## config.mk

```make
export PLATFORM = sky130hd
export DESIGN_NAME = green_light_speed_advisor_unit
export DESIGN_NICKNAME = d
export VERILOG_FILES = /design/src/hdl/glsa_pkg.sv /design/src/hdl/glsa_ctrl.sv /design/src/hdl/glsa_datapath.sv /design/src/hdl/green_light_speed_advisor_unit.sv
export SDC_FILE = /design/constraint.sdc
export NUM_CORES = 2
export LEC_CHECK = 0
export BUFFER_PORTS_ARGS = -buffer_cell sky130_fd_sc_hd__buf_4
export CAP_MARGIN = 20
export CORE_AREA = 4 4 440 442
export CTS_CLUSTER_SIZE = 12
export DETAILED_ROUTE_END_ITERATION = 16
export DIE_AREA = 0 0 444 446
export HOLD_SLACK_MARGIN = 0.15
export PLACE_DENSITY_LB_ADDON = 0.2
export SYNTH_ARGS = -nofsm -noshare
export SYNTH_HDL_FRONTEND = slang
export SYNTH_HIERARCHICAL = 1
export SYNTH_SLANG_ARGS = --single-unit
```

## constraint.sdc

```tcl
create_clock -name aclk -period 11.6 [get_ports aclk]
set_input_delay 1.74 -clock aclk [delete_from_list [all_inputs] [get_ports aclk]]
set_output_delay 1.74 -clock aclk [all_outputs]
set_load 0.05 [all_outputs]
```

## src/hdl/glsa_pkg.sv

```systemverilog
package glsa_pkg;

    localparam int SpeedW = 14;
    localparam int DistW  = 18;
    localparam int TimeW  = 16;
    localparam int NumW   = 22;
    localparam int DenW   = 17;
    localparam int ProdW  = 31;

    localparam logic [1:0] KIND_TICK    = 2'd0;
    localparam logic [1:0] KIND_MSG     = 2'd1;
    localparam logic [1:0] KIND_TIMEOUT = 2'd2;

    localparam logic [3:0] PHASE_RED     = 4'd3;
    localparam logic [3:0] PHASE_GREEN_A = 4'd5;
    localparam logic [3:0] PHASE_GREEN_B = 4'd6;
    localparam logic [3:0] PHASE_YELLOW  = 4'd7;

    localparam logic [2:0] COL_NONE   = 3'd0;
    localparam logic [2:0] COL_GREEN  = 3'd1;
    localparam logic [2:0] COL_LIME   = 3'd2;
    localparam logic [2:0] COL_YGREEN = 3'd3;
    localparam logic [2:0] COL_AMBER  = 3'd4;
    localparam logic [2:0] COL_ORANGE = 3'd5;

    localparam logic [2:0] REG_MIN_SPEED = 3'd0;
    localparam logic [2:0] REG_MIN_DIST  = 3'd1;
    localparam logic [2:0] REG_MAX_DIST  = 3'd2;
    localparam logic [2:0] REG_PASS_DIST = 3'd3;
    localparam logic [2:0] REG_BUFFER    = 3'd4;
    localparam logic [2:0] REG_RG_LEN    = 3'd5;

    typedef enum logic [6:0] {
        ST_IDLE  = 7'b0000001,
        ST_EVAL  = 7'b0000010,
        ST_MUL   = 7'b0000100,
        ST_DECIDE = 7'b0001000,
        ST_DIV   = 7'b0010000,
        ST_FINISH = 7'b0100000,
        ST_OUT   = 7'b1000000
    } state_t;

    typedef struct packed {
        logic load;
        logic eval;
        logic mul;
        logic decide;
        logic div_start;
        logic finish;
    } cmd_t;

    typedef struct packed {
        logic need_div;
        logic div_done;
    } status_t;

endpackage

```

## src/hdl/glsa_ctrl.sv

```systemverilog
module glsa_ctrl (
    input  logic              aclk,
    input  logic              aresetn,
    input  logic              s_valid,
    output logic              s_ready,
    output logic              m_valid,
    input  logic              m_ready,
    input  glsa_pkg::status_t stat,
    output glsa_pkg::cmd_t    cmd
);

    glsa_pkg::state_t state_reg, state_next;

    always_ff @(posedge aclk) begin
        if (!aresetn) begin
            state_reg <= glsa_pkg::ST_IDLE;
        end else begin
            state_reg <= state_next;
        end
    end

    always_comb begin
        state_next = state_reg;
        cmd = '0;
        s_ready = 1'b0;
        m_valid = 1'b0;
        case (state_reg)
            glsa_pkg::ST_IDLE: begin
                s_ready = 1'b1;
                if (s_valid) begin
                    cmd.load = 1'b1;
                    state_next = glsa_pkg::ST_EVAL;
                end
            end
            glsa_pkg::ST_EVAL: begin
                cmd.eval = 1'b1;
                state_next = glsa_pkg::ST_MUL;
            end
            glsa_pkg::ST_MUL: begin
                cmd.mul = 1'b1;
                state_next = glsa_pkg::ST_DECIDE;
            end
            glsa_pkg::ST_DECIDE: begin
                cmd.decide = 1'b1;
                if (stat.need_div) begin
                    cmd.div_start = 1'b1;
                    state_next = glsa_pkg::ST_DIV;
                end else begin
                    state_next = glsa_pkg::ST_FINISH;
                end
            end
            glsa_pkg::ST_DIV: begin
                if (stat.div_done) begin
                    state_next = glsa_pkg::ST_FINISH;
                end
            end
            glsa_pkg::ST_FINISH: begin
                cmd.finish = 1'b1;
                state_next = glsa_pkg::ST_OUT;
            end
            glsa_pkg::ST_OUT: begin
                m_valid = 1'b1;
                if (m_ready) begin
                    state_next = glsa_pkg::ST_IDLE;
                end
            end
            default: begin
                state_next = glsa_pkg::ST_IDLE;
            end
        endcase
    end

endmodule

```

## src/hdl/glsa_datapath.sv

```systemverilog
module glsa_datapath (
    input  logic                         aclk,
    input  logic                         aresetn,
    input  glsa_pkg::cmd_t               cmd,
    output glsa_pkg::status_t            stat,
    input  logic                         cfg_valid,
    input  logic [2:0]                   cfg_index,
    input  logic [17:0]                  cfg_data,
    input  logic [1:0]                   kind,
    input  logic                         light_found,
    input  logic [15:0]                  intersection_id,
    input  logic                         phase_known,
    input  logic [3:0]                   light_phase,
    input  logic                         timing_known,
    input  logic [glsa_pkg::TimeW-1:0]   time_to_change,
    input  logic                         stop_known,
    input  logic [glsa_pkg::DistW-1:0]   stop_distance,
    input  logic [glsa_pkg::SpeedW-1:0]  current_speed,
    input  logic [glsa_pkg::SpeedW-1:0]  allowed_speed,
    output logic                         engage,
    output logic                         release_res,
    output logic [glsa_pkg::SpeedW-1:0]  advised_speed,
    output logic [2:0]                   color_code,
    output logic                         engaged_now,
    output logic [15:0]                  disengage_count
);

    localparam int SW = glsa_pkg::SpeedW;
    localparam int NW = glsa_pkg::NumW;
    localparam int DW = glsa_pkg::DenW;
    localparam int PW = glsa_pkg::ProdW;

    logic [SW-1:0] min_speed_reg;
    logic [17:0]   min_dist_reg, max_dist_reg, pass_dist_reg;
    logic [9:0]    buffer_reg;
    logic [11:0]   rg_len_reg;

    logic          alive_reg, engaged_reg;
    logic [15:0]   passed_reg, count_reg;

    logic [1:0]    kind_reg;
    logic          found_reg, phk_reg, tk_reg, sk_reg;
    logic [15:0]   id_reg;
    logic [3:0]    phase_reg;
    logic [15:0]   ttc_reg;
    logic [17:0]   sd_reg;
    logic [SW-1:0] cur_reg, allow_reg;

    logic [NW-1:0] n_reg;
    logic [DW-1:0] dmin_reg, dmax_reg;
    logic [PW-1:0] p_allow_dmin_reg, p_min_dmax_reg, p_cur_dmin_reg, p_cur_dmax_reg;
    logic [PW-1:0] p_yel_reg;

    logic          eng_reg, rel_reg;
    logic [SW-1:0] adv_reg;
    logic [2:0]    col_reg;

    // Decision flags latched at the decide step.
    logic          div_min_reg, cap_dmax_reg, green_act_reg;

    logic [NW-1:0] rem_reg, quo_reg;
    logic [DW-1:0] div_den_reg;
    logic [4:0]    div_cnt_reg;
    logic          div_busy_reg;

    logic [17:0]   d_val;
    logic [15:0]   tc_val;
    logic          is_green, is_red;
    logic [16:0]   ge_val, gs_val;

    assign d_val    = sk_reg ? sd_reg : 18'd0;
    assign tc_val   = tk_reg ? ttc_reg : 16'd0;
    assign is_green = (phase_reg == glsa_pkg::PHASE_GREEN_A) ||
                      (phase_reg == glsa_pkg::PHASE_GREEN_B);
    assign is_red   = (phase_reg == glsa_pkg::PHASE_RED);
    assign gs_val   = is_green ? 17'd0 : {1'b0, tc_val};
    assign ge_val   = is_green ? {1'b0, tc_val} : ({1'b0, tc_val} + {5'd0, rg_len_reg});

    logic [NW:0]   rem_try;
    logic [NW-1:0] rem_shift;
    assign rem_shift = {rem_reg[NW-2:0], quo_reg[NW-1]};
    assign rem_try   = {1'b0, rem_shift} - {{(NW+1-DW){1'b0}}, div_den_reg};

    assign stat.div_done = div_busy_reg && (div_cnt_reg == 5'd0);

    logic fail_w, yel_ok;
    assign fail_w = ({9'd0, n_reg} > p_allow_dmin_reg) || (allow_reg < min_speed_reg) ||
                    (!is_green && ({9'd0, n_reg} < p_min_dmax_reg));
    assign yel_ok = {9'd0, n_reg} < p_yel_reg;

    logic        active;
    logic        passed_case, range_bad, light_phase_case;
    assign active = (kind_reg == glsa_pkg::KIND_TICK) && alive_reg && found_reg &&
                    (id_reg != passed_reg) && phk_reg;
    assign passed_case = sk_reg && (d_val <= pass_dist_reg);
    assign range_bad   = (d_val < min_dist_reg) || (d_val > max_dist_reg);
    assign light_phase_case = is_green || is_red;
    assign stat.need_div = active && !passed_case && !range_bad && light_phase_case &&
                           !fail_w && ((p_cur_dmin_reg < {9'd0, n_reg}) ||
                           ((cur_reg > allow_reg || (!is_green && p_cur_dmax_reg > {9'd0, n_reg}))
                           && !is_green && !(cur_reg > allow_reg && 1'b0)));

    logic [SW-1:0] tgt;
    logic [SW-1:0] diff;
    logic [NW-1:0] q_cap;
    assign q_cap = quo_reg;
    always_comb begin
        if (div_min_reg) begin
            tgt = quo_reg[SW-1:0];
        end else if (cap_dmax_reg) begin
            tgt = (q_cap < {{(NW-SW){1'b0}}, allow_reg}) ? q_cap[SW-1:0] : allow_reg;
        end else if (green_act_reg) begin
            tgt = allow_reg;
        end else begin
            tgt = cur_reg;
        end
        diff = (tgt > cur_reg) ? tgt - cur_reg : cur_reg - tgt;
    end

    always_ff @(posedge aclk) begin
        if (!aresetn) begin
            min_speed_reg <= SW'(768);
            min_dist_reg  <= 18'd2560;
            max_dist_reg  <= 18'd102400;
            pass_dist_reg <= 18'd512;
            buffer_reg    <= 10'd20;
            rg_len_reg    <= 12'd200;
            alive_reg     <= 1'b0;
            engaged_reg   <= 1'b0;
            passed_reg    <= '0;
            count_reg     <= '0;
            div_busy_reg  <= 1'b0;
            div_cnt_reg   <= '0;
        end else begin
            if (cfg_valid) begin
                case (cfg_index)
                    glsa_pkg::REG_MIN_SPEED: min_speed_reg <= cfg_data[SW-1:0];
                    glsa_pkg::REG_MIN_DIST:  min_dist_reg  <= cfg_data;
                    glsa_pkg::REG_MAX_DIST:  max_dist_reg  <= cfg_data;
                    glsa_pkg::REG_PASS_DIST: pass_dist_reg <= cfg_data;
                    glsa_pkg::REG_BUFFER:    buffer_reg    <= cfg_data[9:0];
                    glsa_pkg::REG_RG_LEN:    rg_len_reg    <= cfg_data[11:0];
                    default: ;
                endcase
            end
            if (cmd.div_start) begin
                div_busy_reg <= 1'b1;
                div_cnt_reg  <= 5'(NW);
            end else if (div_busy_reg) begin
                if (div_cnt_reg == 5'd0) begin
                    div_busy_reg <= 1'b0;
                end else begin
                    div_cnt_reg <= div_cnt_reg - 5'd1;
                end
            end
            if (cmd.finish) begin
                if (div_min_reg || cap_dmax_reg || green_act_reg || eng_reg) begin
                    engaged_reg <= 1'b1;
                end
            end
            if (cmd.decide) begin
                case (kind_reg)
                    glsa_pkg::KIND_MSG: alive_reg <= 1'b1;
                    glsa_pkg::KIND_TIMEOUT: begin
                        alive_reg <= 1'b0;
                        if (engaged_reg && count_reg != 16'hFFFF) begin
                            count_reg <= count_reg + 16'd1;
                        end
                        engaged_reg <= 1'b0;
                    end
                    glsa_pkg::KIND_TICK: begin
                        if (alive_reg) begin
                            if (!found_reg) begin
                                engaged_reg <= 1'b0;
                                passed_reg  <= '0;
                            end else if (active) begin
                                if (passed_case) begin
                                    passed_reg <= id_reg;
                                    if (engaged_reg && count_reg != 16'hFFFF) begin
                                        count_reg <= count_reg + 16'd1;
                                    end
                                    engaged_reg <= 1'b0;
                                end else if (range_bad) begin
                                    engaged_reg <= 1'b0;
                                end else if (light_phase_case) begin
                                    if (fail_w) begin
                                        engaged_reg <= 1'b0;
                                    end
                                end else if (phase_reg == glsa_pkg::PHASE_YELLOW) begin
                                    if (!yel_ok) begin
                                        engaged_reg <= 1'b0;
                                    end
                                end
                            end
                        end
                    end
                    default: ;
                endcase
            end
        end
    end

    always_ff @(posedge aclk) begin
        if (cmd.load) begin
            kind_reg  <= kind;
            found_reg <= light_found;
            id_reg    <= intersection_id;
            phk_reg   <= phase_known;
            phase_reg <= light_phase;
            tk_reg    <= timing_known;
            ttc_reg   <= time_to_change;
            sk_reg    <= stop_known;
            sd_reg    <= stop_distance;
            cur_reg   <= current_speed;
            allow_reg <= allowed_speed;
        end
        if (cmd.eval) begin
            n_reg    <= NW'({d_val, 3'd0}) + NW'({d_val, 1'b0});
            dmin_reg <= (ge_val > {7'd0, buffer_reg}) ? ge_val - {7'd0, buffer_reg} : 17'd1;
            dmax_reg <= ((gs_val + {7'd0, buffer_reg}) == 17'd0) ? 17'd1 :
                        gs_val + {7'd0, buffer_reg};
        end
        if (cmd.mul) begin
            p_allow_dmin_reg <= PW'(allow_reg * dmin_reg);
            p_min_dmax_reg   <= PW'(min_speed_reg * dmax_reg);
            p_cur_dmin_reg   <= PW'(cur_reg * dmin_reg);
            p_cur_dmax_reg   <= PW'(cur_reg * dmax_reg);
            p_yel_reg        <= PW'(tc_val * ((cur_reg < SW'(256)) ? SW'(256) : cur_reg));
        end
        if (cmd.decide) begin
            eng_reg       <= 1'b0;
            rel_reg       <= 1'b0;
            col_reg       <= glsa_pkg::COL_NONE;
            adv_reg       <= '0;
            div_min_reg   <= 1'b0;
            cap_dmax_reg  <= 1'b0;
            green_act_reg <= 1'b0;
            case (kind_reg)
                glsa_pkg::KIND_TIMEOUT: begin
                    rel_reg <= engaged_reg;
                    col_reg <= glsa_pkg::COL_ORANGE;
                end
                glsa_pkg::KIND_TICK: begin
                    if (alive_reg && !found_reg) begin
                        rel_reg <= engaged_reg;
                    end else if (active) begin
                        if (passed_case) begin
                            rel_reg <= engaged_reg;
                            col_reg <= glsa_pkg::COL_ORANGE;
                        end else if (range_bad) begin
                            rel_reg <= engaged_reg;
                        end else if (light_phase_case) begin
                            if (fail_w) begin
                                rel_reg <= engaged_reg;
                                col_reg <= glsa_pkg::COL_ORANGE;
                            end else if (p_cur_dmin_reg < {9'd0, n_reg}) begin
                                div_min_reg <= 1'b1;
                            end else if (cur_reg > allow_reg ||
                                         (!is_green && p_cur_dmax_reg > {9'd0, n_reg})) begin
                                if (is_green) begin
                                    green_act_reg <= 1'b1;
                                end else begin
                                    cap_dmax_reg <= 1'b1;
                                end
                            end else begin
                                eng_reg <= 1'b1;
                                adv_reg <= cur_reg;
                                col_reg <= glsa_pkg::COL_GREEN;
                            end
                        end else if (phase_reg == glsa_pkg::PHASE_YELLOW) begin
                            if (yel_ok) begin
                                eng_reg <= 1'b1;
                                adv_reg <= cur_reg;
                                col_reg <= glsa_pkg::COL_AMBER;
                            end else begin
                                rel_reg <= engaged_reg;
                                col_reg <= glsa_pkg::COL_ORANGE;
                            end
                        end else begin
                            eng_reg <= 1'b1;
                            adv_reg <= cur_reg;
                        end
                    end
                end
                default: ;
            endcase
        end
        if (cmd.div_start) begin
            quo_reg     <= n_reg;
            rem_reg     <= '0;
            div_den_reg <= (p_cur_dmin_reg < {9'd0, n_reg}) ? dmin_reg : dmax_reg;
        end else if (div_busy_reg && div_cnt_reg != 5'd0) begin
            if (!rem_try[NW]) begin
                rem_reg <= rem_try[NW-1:0];
                quo_reg <= {quo_reg[NW-2:0], 1'b1};
            end else begin
                rem_reg <= rem_shift;
                quo_reg <= {quo_reg[NW-2:0], 1'b0};
            end
        end
        if (cmd.finish && (div_min_reg || cap_dmax_reg || green_act_reg)) begin
            eng_reg <= 1'b1;
            adv_reg <= tgt;
            col_reg <= (diff < SW'(256)) ? glsa_pkg::COL_GREEN :
                       ((tgt > cur_reg) ? glsa_pkg::COL_LIME : glsa_pkg::COL_YGREEN);
        end
    end

    assign engage          = eng_reg;
    assign release_res     = rel_reg;
    assign advised_speed   = adv_reg;
    assign color_code      = col_reg;
    assign engaged_now     = engaged_reg;
    assign disengage_count = count_reg;

endmodule

```

## src/hdl/green_light_speed_advisor_unit.sv

```systemverilog
// Speed advisory unit. One item (tick, message, or timeout) is handled at a time and yields
// exactly one result beat. An item goes through eval, multiply, decide and finish, plus a
// divide by the 22-step shift-subtract divider when a speed bound must be divided out.
// Configuration writes are always accepted and must only be issued while idle.
module green_light_speed_advisor_unit (
    input  logic                         aclk,
    input  logic                         aresetn,
    input  logic                         cfg_valid,
    output logic                         cfg_ready,
    input  logic [2:0]                   cfg_index,
    input  logic [17:0]                  cfg_data,
    input  logic                         s_valid,
    output logic                         s_ready,
    input  logic [1:0]                   s_kind,
    input  logic                         s_light_found,
    input  logic [15:0]                  s_intersection_id,
    input  logic                         s_phase_known,
    input  logic [3:0]                   s_light_phase,
    input  logic                         s_timing_known,
    input  logic [15:0]                  s_time_to_change,
    input  logic                         s_stop_known,
    input  logic [17:0]                  s_stop_distance,
    input  logic [13:0]                  s_current_speed,
    input  logic [13:0]                  s_allowed_speed,
    output logic                         m_valid,
    input  logic                         m_ready,
    output logic                         m_engage,
    output logic                         m_release_res,
    output logic [13:0]                  m_advised_speed,
    output logic [2:0]                   m_color_code,
    output logic                         m_engaged_now,
    output logic [15:0]                  m_disengage_count
);

    glsa_pkg::cmd_t    cmd;
    glsa_pkg::status_t stat;

    assign cfg_ready = 1'b1;

    glsa_ctrl u_ctrl (
        .aclk    (aclk),
        .aresetn (aresetn),
        .s_valid (s_valid),
        .s_ready (s_ready),
        .m_valid (m_valid),
        .m_ready (m_ready),
        .stat    (stat),
        .cmd     (cmd)
    );

    glsa_datapath u_dp (
        .aclk            (aclk),
        .aresetn         (aresetn),
        .cmd             (cmd),
        .stat            (stat),
        .cfg_valid       (cfg_valid),
        .cfg_index       (cfg_index),
        .cfg_data        (cfg_data),
        .kind            (s_kind),
        .light_found     (s_light_found),
        .intersection_id (s_intersection_id),
        .phase_known     (s_phase_known),
        .light_phase     (s_light_phase),
        .timing_known    (s_timing_known),
        .time_to_change  (s_time_to_change),
        .stop_known      (s_stop_known),
        .stop_distance   (s_stop_distance),
        .current_speed   (s_current_speed),
        .allowed_speed   (s_allowed_speed),
        .engage          (m_engage),
        .release_res     (m_release_res),
        .advised_speed   (m_advised_speed),
        .color_code      (m_color_code),
        .engaged_now     (m_engaged_now),
        .disengage_count (m_disengage_count)
    );

endmodule

```

==> impl_metrics.yaml <==
timing:
  slew_viol_final: 0
  fin_setup_tns_ns: 0
  period_needed_ns: 9.26
  hold_slack_ns: 0.454
  worst_pin_slew_ns: 1.20
  max-slew-margin-rel: 0.193
  rsz0062_at_grt: "false"
  final-hold-violation-count: 0
  final-setup-viol-count: 0
  max_freq_ghz: 0.108
  period_share: 0.798
  finalClockSkew_ns: 0.0759
  fin_ws_ns: 2.34
setup_path:
  crit_required_ns: 12.09
  critPathArrivalTime_ns: 9.74
  cp-startpoint: "u_dp/cur_reg[12]"
  max_stage_delay_ns: 0.91
  path_class: "flop to flop"
  crit_path_start_kind: "flop"
  cp_top_family: "adder cells"
  r2r-start: "u_dp/cur_reg[12]"
  critPathSlowestCell: "nor4_1"
  endpoint_kind: "flop"
  r2r_slack_ns: 2.34
  crit_fanout: 14
  path_buf_inv: 6
die:
  core-area_um2: 190000
  die_h_um: 446
  die_area_um2: 198000
  die_w_um: 444
  initial_core_util: 0.349
  io_pins: 153
  rows: 160
place:
  post-place-ws_ns: 2.41
  portBuffers: 151
  dp_hpwl_um: 160000
  place.gp.congestion: 0.906
global_route:
  grtUsageMet1: 0.285
  grtUsageMet3: 0.0369
  busiest_layer: "met2"
  gr-usage-all-layers: 0.216
  overflow: 0
  grt_pass1_wl_um: 326000
  grt_max_degree: 75
  antenna_found_initial: 21
  grt_pass1_vias: 52500
  use_met2: 0.354
finish:
  area.growth.synth_to_final_pct: 9.88
  multi_input_area_um2: 46700
  fillers: 19200
  register_area_um2: 13900
  nets: 8932
  drive_above_1_share: 0.0658
cts:
  cts_buffers: 70
  cts_setup_buffers: 0
  clkLatencyLatePin_ns: 0.75
  clock_path_buffers: 3
  root_buffer: "clkbuf_16"
  cts_num_sinks: 515
  clkTransAtPathRegs_ns: 0.06
  htree_levels: 3
  cts_tree: "built"
  post_cts_resize_count: 0
  cts_hold_buf: 0
synthesis:
  yosys_register_bits: 515
  ys_top_cells_by_area: "fa_1, edfxtp_1, ha_1, inv_1, nand2_1"
  yosysWarnings: 6
  syn-num-nets: 8897
  syn_area_per_cell_um2: 9.27
  synthCells: 7137
  synth_edf_count: 356
  async_reset_ff_frac: 0
  synth_top_cell_by_area: "fa_1"
  yosysTopAreaCellShare: 0.266
  syn_area_um2: 66100
  synth_ff_type: "edfxtp_1"
  synth.distinct_cells: 92
  ys_seq_area_frac: 0.210
power_and_ir_drop:
  power.density_nw_per_um2: 215
  ir_drop_uv: 250
  p_leak_uw: 0.0339
routing:
  wl_per_cell_um: 21.7
  num_vias: 50300
  vias_per_cell: 5.16
  route.detailed.drc: 0
  first_pass_iters: 6
  first_iter_violations: 3349
  ant_nets: 0
  routed_wl_um: 212000
flow_run:
  max_cap_viol_count: 0
min_path:
  hold_path_class: "flop to flop"
  hold_start: "u_dp/pass_dist_reg[11]"
status:
  status: "complete, no violations"
[through the flow]
stage / utilization / cells / total power [uW] / area [um2]
3_5_place_dp: 0.370 / 9610 / 13300 / 70200
6_report: 0.383 / 9757 / 15600 / 72700
4_1_cts: 0.383 / 9740 / 15700 / 72600
2_1_floorplan: - / 7137 / 10800 / 66100
3_3_place_gp: 0.370 / 9610 / 13300 / 70200
5_1_grt: 0.383 / 9744 / 17300 / 72600
[worst reg2reg max path, cell delays in order, from the launching register on]
cell      delay [ns]
edfxtp_1        0.62
nor4_1          0.91
nand2_1         0.63
nand2_1         0.71
nor2_1          0.15
fa_1            0.54
inv_1           0.05
fa_1            0.47
inv_1           0.05
fa_1            0.50
inv_1           0.06
fa_1            0.53
inv_1           0.05
fa_1            0.49
inv_1           0.05
fa_1            0.48
inv_1           0.05
ha_1            0.35
nand3_1         0.10
o31ai_1         0.50
nand2_1         0.19
o31ai_1         0.38
a31oi_1         0.18
o21ai_0         0.54
nor4bb_1        0.15
a211o_1         0.29
[logic make-up (layout without fill, tap and decap cells)]
logic type | Yosys count | after routing | synth area share
xor gates and xnor gates | 232 | 232 | 0.0307
and+or+nand+nor | 2251 | 2251 | 0.160
muxes | 50 | 50 | 0.00834
buffers and inverters | 1488 | 1581 | 0.0847
DFF | 515 | 515 | 0.210
adders and majority gates | 1646 | 1646 | 0.411
AOI/OAI and AO/OA | 954 | 954 | 0.0955
other | 1 | 17 | 0.0000567
[per-layer routing]
metal	vias to the layer above	share of wire
met2	1402	0.46
met3	316	0.059
li1	23200	-
met4	2	0.040
met5	-	0.000052
met1	25400	0.44
[final timing paths]
check / to / depth (start not counted)
max: u_dp/p_yel_reg[28] / 25
min: u_dp/pass_dist_reg[11] / 2
max reg2reg: u_dp/p_yel_reg[28] / 25
min reg2reg: u_dp/pass_dist_reg[11] / 2
[power by group]
group          switching [uW]  internal [uW]
sequential               47.1           2590
combinational            6110           4550
clock                     972           1310
[layout make-up]
| cell class | instances | area share |
|---|---|---|
| Multi-Input combinational cell | 5134 | 0.643 |
| Sequential cell | 515 | 0.191 |
| Inverter | 1175 | 0.0607 |
| Tap cell | 2511 | 0.0432 |
| Timing Repair Buffer | 276 | 0.0288 |
| Clock buffer | 91 | 0.0267 |
| Clock inverter | 39 | 0.00644 |
| Antenna cell | 16 | 0.000551 |
[synth_stat cells (12+ instances only)]
library cell,n
clkbuf_1,300
nor3_1,87
a22o_1,13
a22oi_1,19
ha_1,768
edfxtp_1,356
nand2b_1,30
a211o_1,16
dfxtp_1,159
fa_1,878
o21bai_1,27
nand4_1,48
and3_1,50
a21o_1,116
o21a_1,53
or3_1,17
xnor2_1,174
xor2_1,58
o31ai_1,19
nor2b_1,51
a21oi_1,312
and2_1,412
nor2_1,359
nand3_1,66
mux2_2,41
or2_2,12
a31oi_1,22
o211ai_1,33
inv_1,1166
nor4_1,39
a211oi_1,60
nand2_1,1027
o21ai_0,127
[cell usage in the layout, fill, tap and decap left out, drive strengths merged, types with 39 or more instances in the layout]
| cell type | instances |
|---|---|
| a211oi | 61 |
| nand3 | 66 |
| nand2 | 1027 |
| ha | 768 |
| and2 | 413 |
| xor2 | 58 |
| xnor2 | 174 |
| mux2 | 41 |
| nor3 | 87 |
| dfxtp | 159 |
| o21a | 53 |
| edfxtp | 356 |
| buf | 276 |
| inv | 1168 |
| nor2b | 52 |
| a21o | 116 |
| nand4 | 48 |
| a21oi | 312 |
| o21ai | 130 |
| and3 | 50 |
| nor2 | 359 |
| fa | 878 |
| nor4 | 39 |
| clkbuf | 91 |
No activity file was read; power rests on OpenSTA's default activity.
